### src/hdl/tos_pkg.sv
// tos_pkg: shared widths, op codes, register indexes and helper types
// for the two-register top-of-stack core
// depends on: nothing
`timescale 1ns / 1ps

package tos_pkg;

  // word, pointer and page geometry
  localparam int WORD_W     = 48;
  localparam int PTR_W      = 12;
  localparam int PAGE_SHIFT = 6;
  localparam int PAGE_W     = PTR_W - PAGE_SHIFT;

  // stack memory depth, a power of two; the pointer is taken modulo it
  localparam int MEM_WORDS = 4096;
  localparam int MEM_AW    = $clog2(MEM_WORDS);

  // configuration port
  localparam int CFG_IDX_W  = 1;
  localparam int CFG_DATA_W = PAGE_W;
  localparam logic [CFG_IDX_W-1:0] CFG_LIMIT_PAGE   = 1'd0;
  localparam logic [CFG_IDX_W-1:0] CFG_NORMAL_STATE = 1'd1;
  localparam logic [PAGE_W-1:0]    LIMIT_RESET      = '1;

  // op codes
  localparam int OP_W = 3;
  localparam logic [OP_W-1:0] OP_LOAD     = 3'd0;
  localparam logic [OP_W-1:0] OP_FILL_AB  = 3'd1;
  localparam logic [OP_W-1:0] OP_FILL_A   = 3'd2;
  localparam logic [OP_W-1:0] OP_FILL_B   = 3'd3;
  localparam logic [OP_W-1:0] OP_EMPTY_AB = 3'd4;
  localparam logic [OP_W-1:0] OP_EMPTY_A  = 3'd5;
  localparam logic [OP_W-1:0] OP_EMPTY_B  = 3'd6;
  localparam logic [OP_W-1:0] OP_EXCHANGE = 3'd7;

  // pointer unit result
  typedef struct packed {
    logic [PTR_W-1:0] ptr;
    logic             blocked;
  } ptr_res_t;

  // memory word index of a stack pointer, pointer modulo the depth
  function automatic logic [MEM_AW-1:0] mem_index(input logic [PTR_W-1:0] p);
    logic [MEM_AW+PTR_W-1:0] wide;
    wide = {{MEM_AW{1'b0}}, p};
    return wide[MEM_AW-1:0];
  endfunction

endpackage

### src/hdl/tos_ptr_unit.sv
// tos_ptr_unit: shared stack pointer step (+1 / -1) and limit page compare
// depends on: tos_pkg
`timescale 1ns / 1ps

module tos_ptr_unit (
  input  logic [tos_pkg::PTR_W-1:0]  sp,
  input  logic                       dec,
  input  logic [tos_pkg::PAGE_W-1:0] limit_page,
  input  logic                       normal_state,
  output tos_pkg::ptr_res_t          res
);

  always_comb begin
    // step the pointer, wrapping in both directions
    if (dec) begin
      res.ptr = sp - tos_pkg::PTR_W'(1);
    end else begin
      res.ptr = sp + tos_pkg::PTR_W'(1);
    end
    // push is blocked when normal state is on and the pointer sits on the limit page
    res.blocked = normal_state &&
                  (sp[tos_pkg::PTR_W-1:tos_pkg::PAGE_SHIFT] == limit_page);
  end

endmodule

### config.mk
export PLATFORM = sky130hd
export DESIGN_NAME = tos_ptr_unit
export DESIGN_NICKNAME = d
export VERILOG_FILES = /design/src/hdl/tos_pkg.sv /design/src/hdl/tos_ptr_unit.sv
export SDC_FILE = /design/constraint.sdc
export NUM_CORES = 1
export LEC_CHECK = 0
export ABC_AREA = 0
export BUFFER_PORTS_ARGS = -buffer_cell sky130_fd_sc_hd__buf_4
export CAP_MARGIN = 20
export CORE_AREA = 2 2 39 41
export DETAILED_ROUTE_END_ITERATION = 6
export DIE_AREA = 0 0 41 43
export PLACE_DENSITY = 0.82
export SYNTH_ARGS = -nofsm -noshare
export SYNTH_HDL_FRONTEND = slang
export SYNTH_SLANG_ARGS = --single-unit
### constraint.sdc
create_clock -name vclk -period 3.35
set_input_delay 0.67 -clock vclk [all_inputs]
set_output_delay 0.67 -clock vclk [all_outputs]
set_load 0.05 [all_outputs]
# Word level (Yosys, flattened, before mapping)
# Cells that the tools add are included.
# W data, S select, Z words.
[op_classes]
muxes = 1
n_addsub = 2
n_eq_ne = 1
n_reduce_logical = 1
[op_table]
columns = ["op", "count"]
rows = [
  ["$add A12 B1 Y12 const B", 1],
  ["$mux W12", 1],
  ["$sub A12 B1 Y12 const B", 1],
  ["$eq A6 B6 Y1", 1],
  ["$logic_and A1 B1 Y1", 1],
]
[word_totals]
regBits = 0
input_bits = 20

# Longest topological paths before layout
# Gate-level depths: netlist of the first run.
[logic_depth]
ltp_word = 2
mapped_depth = 7
mapped_depth_nobuf = 7

# Least setup slack after synthesis of the first run
# OpenSTA, ideal clock, no wires.
[synth_timing]
path_kind = "input to output"
from = "input sp[0] (netlist name)"
to = "output res[9] (netlist name)"
required_ns = 2.680
t_arrival_ns = 2.868
stages = 7
setup_slack_ns = -0.188
path_cell_list = "inv_1 > fa_1 > nor2b_1 > o31a_1 > o21a_1 > o41a_1 > xor2_1"
[synth_rtl]
columns = ["item", "line", "text"]
rows = [
  ["start: declaration", "tos_ptr_unit.sv:6", "input logic [tos_pkg::PTR_W-1:0] sp,"],
  ["end: declaration", "tos_ptr_unit.sv:10", "output tos_pkg::ptr_res_t res"],
]

==> results.md, run 1 <==
* Fin. Hold Viols at 0
* Final net count at 135
* Family with the most delay on the worst path: compound AO/OA/AOI/OAI gates
* Syn Nets at 99
* Endpoints failing setup at 0
* Core Box Area at 1380 sq um
* First-pass GRT wire length at 2300 microns
* Die Footprint at 1760 sq um
* Kind of critical path: in -> out
* Synth area leader: ha_1
* Cts repair resizes at 0
* Sequential area share after synthesis at 0%
* Static leakage at 0.421 nW
* Outcome: finished clean
* Max_cap viols at 0
* Stages on the worst setup path at 8
* Remaining DRCs at 0
* Mapped Avg Cell Area at 8.37 sq um
* Maximum VDD drop at 0.180 mV
* # hold bufs at CTS at 0
* Core Util, Final at 62.7%
* Yosys warns at 0
* Placer Congestion at 0.770
* DP HPWL at 1200 microns
* Vias/cell at 5.26
* Worst slew pin tran at 0.314 ns
* Worst path most repeated cell: buf_4
* Initial core utilization at 41.1%
* WHS at 1.66 ns
* ANT nets after route at 0
* DR iter-0 viols at 5
* N_diodes at 0
* Crit path cell chain: buf_4 -> ha_1 -> and2_4 -> a32o_1 -> a2111o_1 -> a21oi_2 -> xnor2_2 -> buf_4
* GRT overflow at 0
* Worst endpoint data arrival time at 2.55 ns
* Pwr dens at 332 nW/um^2
* Initial antenna violation count at 0
* Cells after synthesis at 68
* Vias at 621
* Crit end category: primary output
* Startpoint types: primary input
* Synth top area cells: ha_1 22%, xnor2_1 15%, xor2_1 9.2%
* Port-buffer cells at 33
* Crit path buf inv count at 2
* Die X at 41 microns
* FF+latch area at 0 sq um
* Clkbuf count at 0
* Synth Cell Area at 569 sq um
* Slew HR at 79.1%
* Largest stage delay on the critical path at 0.39 ns
* Fmax at 310 MHz
* Worst setup startpoint: dec
* Fin. max-slew vios at 0
* Share of layout cells above drive strength 1 at 41.2%
* Vias in the first global route at 603
* Final Routed Wirelength at 1370 microns
* Seq Cell Count at 0
* Total GRT Usage at 17.2%
* # rows at 14
* RSZ-0062 raised after global routing: no
* Post-CTS setup repair buffer count at 0
* WP data required at 2.68 ns
* Chip height at 43 microns
* Crit-path slowest cell: a2111o_1
* Worst Path Max Fanout at 12
* Io pins at 33
* P&R area growth vs syn at 52.3%
* Wire length per cell at 11.6 microns
* Synth top area share at 22.0%
* Largest net degree at the start of global routing at 13
* Hold/Removal Path Class: in -> out
* Count of cell types in the netlist at 27
* First-pass DRT Iterations at 4
* Tmin final at 3.22 ns
* Tcrit/Tclk final at 96.3%
* CP Capture Point: res[11]
* TNS Setup at 0 ns
==> worst min-delay path by stage <==
| stage | from | to | cells after the start |
|---|---|---|---|
| 4_1_cts | sp[0] | res[1] | 3 |
| 5_1_grt | sp[0] | res[1] | 3 |
| 6_report | sp[0] | res[1] | 3 |
| 3_3_place_gp | sp[0] | res[1] | 3 |
| 3_5_place_dp | sp[0] | res[1] | 3 |
| 2_1_floorplan | sp[0] | res[1] | 1 |
==> metal layers <==
layer	track usage [%]	wire length (microns)	part of all wire (%)
met5	0	0	0
met1	23.6	577	42
met2	30.6	727	53
met3	0	65	4.7
met4	0	0	0
==> cell usage after synthesis (2+ instances only) <==
| cell | number |
|---|---|
| xnor2_1 | 10 |
| nor2b_1 | 2 |
| ha_1 | 10 |
| a21oi_2 | 2 |
| o21ai_0 | 2 |
| a21oi_1 | 6 |
| o21a_1 | 3 |
| nor2_1 | 5 |
| xor2_1 | 6 |
| and3_1 | 2 |
| inv_1 | 4 |
==> report_power, final <==
group	switching, mW	internal (mW)
Combinational	0.179	0.108
Sequential	0	0
Clock	0	0
Total	0.179	0.108
==> per-stage QoR <==
step	area, sq um	setup slack (ns)	instances	total power [mW]
finish	867	0.125	118	0.288
global placement	867	0.125	118	0.286
floorplan	592	0.0558	68	0.205
detailed placement	867	0.122	118	0.288
global route	867	0.0263	118	0.307
CTS	867	0.116	118	0.290
==> layout make-up <==
class / count / area, sq um
fill: 126 / 517
timing repair buffer: 34 / 255
multi-input combinational: 64 / 577
tap: 16 / 20.0
inverter: 4 / 15.0
==> logic make-up (layout without fill, tap and decap cells) <==
| logic type | count (synthesis) | in the layout | share of synthesized area, % |
|---|---|---|---|
| buffers and inverters | 4 | 38 | 2.64 |
| adders and majority gates | 11 | 11 | 25.5 |
| xor gates and xnor gates | 16 | 16 | 24.6 |
| and+or+nand+nor | 16 | 16 | 15.6 |
| AOI/OAI and AO/OA | 21 | 21 | 31.7 |
==> cells in the final DEF (no fill, tap or decap) <==
cell type | netlist | final
nand4_1 | 1 | 1
and2_4 | 1 | 1
xnor2_2 | 0 | 2
nor2b_1 | 2 | 2
inv_1 | 4 | 4
and2_1 | 1 | 1
o21a_1 | 3 | 3
fa_1 | 1 | 1
xnor2_1 | 10 | 8
nor3_1 | 1 | 1
a21boi_1 | 1 | 1
o31a_1 | 1 | 1
xor2_2 | 0 | 1
a2111o_1 | 1 | 1
and3_1 | 2 | 2
a21oi_1 | 6 | 6
a2111oi_4 | 1 | 1
a21o_1 | 1 | 1
o21ai_0 | 2 | 2
a32o_1 | 1 | 1
nor2_1 | 5 | 5
nor4_1 | 1 | 1
and4_1 | 1 | 1
o41a_1 | 1 | 1
xor2_1 | 6 | 5
a21oi_2 | 2 | 2
buf_4 | 0 | 34
a41oi_2 | 1 | 1
nand2_1 | 1 | 1
ha_1 | 10 | 10
Note: power is estimated with default switching activity, not from simulation.
==> run 2, diff against run 1 <==
- CAP_MARGIN: 20 -> not set
- PLACE_DENSITY: 0.82 -> 0.78
==> results.md, run 2 (synthesis gave the netlist of run 1 again) <==
* Share of layout cells above drive strength 1 at 41.7% (+0.57 points)
* First-pass GRT wire length at 2440 microns (+5.7%)
* Die Footprint at 1760 sq um (unchanged)
* Worst path most repeated cell: buf_4
* Tmin final at 3.23 ns (+0.00287 ns)
* Vias at 634 (+2.1%)
* Worst hold start: sp[0]
* Max_cap viols at 0 (unchanged)
* Crit-path slowest cell: a2111o_1
* FF+latch area at 0 sq um (unchanged)
* Crit end category: primary output
* Final Routed Wirelength at 1460 microns (+6.1%)
* First-pass DRT Iterations at 4 (unchanged)
* Commonest non-fill, non-tap cell in the layout: buf_4
* Io pins at 33 (unchanged)
* Seq Cell Count at 0 (unchanged)
* Static leakage at 0.426 nW (+1.1%)
* Startpoint types: primary input
* Cts repair resizes at 0 (unchanged)
* Final net count at 136 (+0.74%)
* Hold/Removal Path Class: in -> out
* WP data required at 2.68 ns (about the same)
* # hold bufs at CTS at 0 (unchanged)
* Kind of critical path: in -> out
* Worst endpoint data arrival time at 2.56 ns (about the same)
* Filler cells at 133 (+5.6%)
* Chip height at 43 microns (unchanged)
* WHS at 1.67 ns (+0.00570 ns)
* P&R area growth vs syn at 53.6%
* Fmax at 310 MHz (about the same)
* Vias/cell at 5.33 (+1.2%)
* DR iter-0 viols at 8 (+3)
* Initial antenna violation count at 0 (unchanged)
* ANT nets after route at 0 (unchanged)
* DP HPWL at 1280 microns (+6.4%)
* Pwr dens at 332 nW/um^2 (+0.12%)
* Largest stage delay on the critical path at 0.40 ns (about the same)
* GRT overflow at 0 (unchanged)
* # rows at 14 (unchanged)
* Total Power at 0.290 mW (+0.99%)
* Clkbuf count at 0 (unchanged)
* Total placed instance area at 875 sq um (+0.87%)
* Setup ws final at 0.122 ns (-0.00287 ns)
* Fin. Hold Viols at 0 (unchanged)
* Die X at 41 microns (unchanged)
* Placer Congestion at 0.747 (-2.9%)
* Vias in the first global route at 595 (-1.3%)
* Outcome: finished clean
* Wire length per cell at 12.2 microns (+5.2%)
* N_diodes at 0 (unchanged)
* Core Box Area at 1380 sq um (unchanged)
* Slew HR at 78.6% (-0.50 points)
* Post-CTS setup repair buffer count at 0 (unchanged)
* Endpoints failing setup at 0 (unchanged)
* Crit path cell chain: buf_4 -> ha_1 -> and2_4 -> a32o_1 -> a2111o_1 -> a21oi_2 -> xnor2_2 -> buf_4
* Port-buffer cells at 33 (unchanged)
* RSZ-0062 raised after global routing: no
* Worst Path Max Fanout at 12 (unchanged)
* Inst Count DP at 119 (+0.85%)
* Tcrit/Tclk final at 96.4% (about the same)
* Worst hold path cell count at 3 (unchanged)
* Post-route insts no fill at 119 (+0.85%)
* Largest net degree at the start of global routing at 13 (unchanged)
* TNS Setup at 0 ns (unchanged)
* Core Util, Final at 63.2% (+0.54 points)
* Remaining DRCs at 0 (unchanged)
* Maximum VDD drop at 0.195 mV (+8.2%)
* Total GRT Usage at 18.5% (+1.3 points)
* Initial core utilization at 41.1% (unchanged)
* Post-route cell area at 875 sq um (+0.87%)
* Most frequent cells in the layout: 35 x buf_4, 10 x ha_1, 8 x xnor2_1
* Fin. max-slew vios at 0 (unchanged)
* Worst slew pin tran at 0.321 ns (+0.00756 ns)
* Pre-CTS WS at 0.105 ns (-0.0168 ns)
* Hold endpoint: res[1]
run 2: cell type report:
cell class	instances	area (sq um)	area share (%)
well taps	16	20.0	2.29
multi-input cells	64	577	66.0
inverters	4	15.0	1.72
repair buffers	35	263	30.0
run 2: report_power, final:
group	internal (mW)	switching, mW	leakage, nW	total [mW]
Sequential	0	0	0	0
Combinational	0.110	0.181	0.426	0.290
Clock	0	0	0	0
run 2: metal layers:
layer,track usage (%),vias up,part of all wire (%)
met1,25.8,293,42
li1,-,324,-
met3,0,0,4.9
met2,32.5,17,53
met5,0,-,0
met4,0,0,0
run 2: critical path: cells and delay by family:
| kind | cells | cell delay [ns] |
|---|---|---|
| and+or+nand+nor | 1 | 0.20 |
| AOI/OAI and AO/OA | 3 | 0.84 |
| buffers and inverters | 2 | 0.37 |
| xor gates and xnor gates | 1 | 0.12 |
| adders and majority gates | 1 | 0.35 |
run 2: worst max-delay path by stage:
stage / start / end / slack (ns) / cells after the start
floorplan: sp[0] / res[9] / 0.06 / 7
global placement: dec / res[11] / 0.11 / 8
detailed placement: dec / res[11] / 0.10 / 8
CTS: dec / res[11] / 0.10 / 8
global route: dec / res[11] / 0.02 / 8
finish: dec / res[11] / 0.12 / 8
==> run 3, diff against run 2 <==
- BUFFER_PORTS_ARGS: -buffer_cell sky130_fd_sc_hd__buf_4 -> -buffer_cell sky130_fd_sc_hd__buf_2
==> results.md, run 3 (synthesis gave the netlist of run 1 again) <==
* Vias at 624 (-1.6%)
* Vias/cell at 5.20 (-2.4%)
* Io pins at 33 (unchanged)
* GRT overflow at 0 (unchanged)
* Die X at 41 microns (unchanged)
* Seq Cell Count at 0 (unchanged)
* First-pass DRT Iterations at 2 (-2)
* FF+latch area at 0 sq um (unchanged)
* Static leakage at 0.407 nW (-4.6%)
* Final net count at 137 (+0.74%)
* Pwr dens at 336 nW/um^2 (+1.3%)
* N_diodes at 0 (unchanged)
* # hold bufs at CTS at 0 (unchanged)
* Crit end category: primary output
* Commonest non-fill, non-tap cell in the layout: buf_2
* Tcrit/Tclk final at 97.2% (+0.81 points)
* Maximum VDD drop at 0.211 mV (+8.3%)
* DP HPWL at 1180 microns (-7.6%)
* Final Routed Wirelength at 1370 microns (-5.6%)
* Slew HR at 80.0% (+1.4 points)
* Filler cells at 137 (+3.0%)
* TNS Setup at 0 ns (unchanged)
* Wire length per cell at 11.4 microns (-6.4%)
* Core Util, Final at 58.7% (-4.5 points)
* Max_cap viols at 0 (unchanged)
* First-pass GRT wire length at 2080 microns (-14%)
* Worst Path Max Fanout at 12 (unchanged)
* Largest net degree at the start of global routing at 13 (unchanged)
* Initial core utilization at 41.1% (unchanged)
* Total GRT Usage at 16.0% (-2.5 points)
* Post-CTS setup repair buffer count at 0 (unchanged)
* Clkbuf count at 0 (unchanged)
* Worst slew pin tran at 0.300 ns (-0.0216 ns)
* Die Footprint at 1760 sq um (unchanged)
* Kind of critical path: in -> out
* DR iter-0 viols at 1 (-7)
* Initial antenna violation count at 0 (unchanged)
* WP data required at 2.68 ns (about the same)
* Fmax at 307 MHz (-0.83%)
* Worst endpoint data arrival time at 2.58 ns (+0.02 ns)
* Hold endpoint: res[1]
* Startpoint types: primary input
* Worst hold start: sp[0]
* Remaining DRCs at 0 (unchanged)
* Share of layout cells above drive strength 1 at 42.3% (+0.56 points)
* Endpoints failing setup at 0 (unchanged)
* P&R area growth vs syn at 42.6%
* Tmin final at 3.25 ns (+0.0271 ns)
* Fin. Hold Viols at 0 (unchanged)
* Fin. max-slew vios at 0 (unchanged)
* ANT nets after route at 0 (unchanged)
* Core Box Area at 1380 sq um (unchanged)
* Cts repair resizes at 0 (unchanged)
* Outcome: finished clean
* Most frequent cells in the layout: 28 x buf_2, 10 x ha_1, 8 x xnor2_1
* Vias in the first global route at 533 (-10%)
* Area occupied by multi-input gates at 577 sq um (unchanged)
* Placer Congestion at 0.800 (+7.1%)
* Port-buffer cells at 33 (unchanged)
* Worst hold path cell count at 3 (unchanged)
* # rows at 14 (unchanged)
* Chip height at 43 microns (unchanged)
* RSZ-0062 raised after global routing: no
* Hold/Removal Path Class: in -> out
==> run 3: cell count changes in the layout (fill, tap and decap cells not counted), sizes merged <==
cell and delta:
clkbuf +3, buf -2
==> run 3: per-stage QoR <==
stage	cells	hold slack [ns]	area (sq um)	worst slack [ns]	total power [mW]
floorplan	68	1.54	592	0.0558	0.205
global placement	120	1.69	800	0.0159	0.265
detailed placement	120	1.69	800	0.00531	0.266
CTS	120	1.69	800	0.000320	0.268
global route	120	1.72	812	0.00231	0.293
finish	120	1.69	812	0.0950	0.273
==> run 3: report_power, final <==
group,switching [mW],internal (mW)
combinational,0.179,0.0940
clock,0,0
sequential,0,0
==> run 3: critical path, stage by stage <==
cell and delay (ns):
clkbuf_4 0.19, ha_1 0.37, and2_4 0.20, a32o_1 0.24
a2111o_1 0.39, a21oi_2 0.19, xnor2_2 0.12, buf_4 0.21
==> run 3: metal layers <==
metal	share of wire (%)	up-vias	track usage (%)
met5	0	-	0
met4	0	0	0
met3	4.1	0	0
met2	50	15	29.1
met1	45	281	21.3
li1	-	328	-
==> run 3: area by class of cell <==
class / instances / share of cell area, %
Multi-Input combinational cell: 64 / 71.0
Tap cell: 16 / 2.47
Inverter: 4 / 1.85
Timing Repair Buffer: 36 / 24.7
==> run 3: how the worst max path moves through the flow <==
stage               startpoint      end  slack, ns  depth (start not counted)
finish                     dec  res[11]        0.1                          8
global route               dec  res[11]      0.002                          8
CTS                        dec  res[11]     0.0003                          8
detailed placement         dec  res[11]      0.005                          8
global placement           dec  res[11]       0.02                          8
floorplan                sp[0]   res[9]       0.06                          7
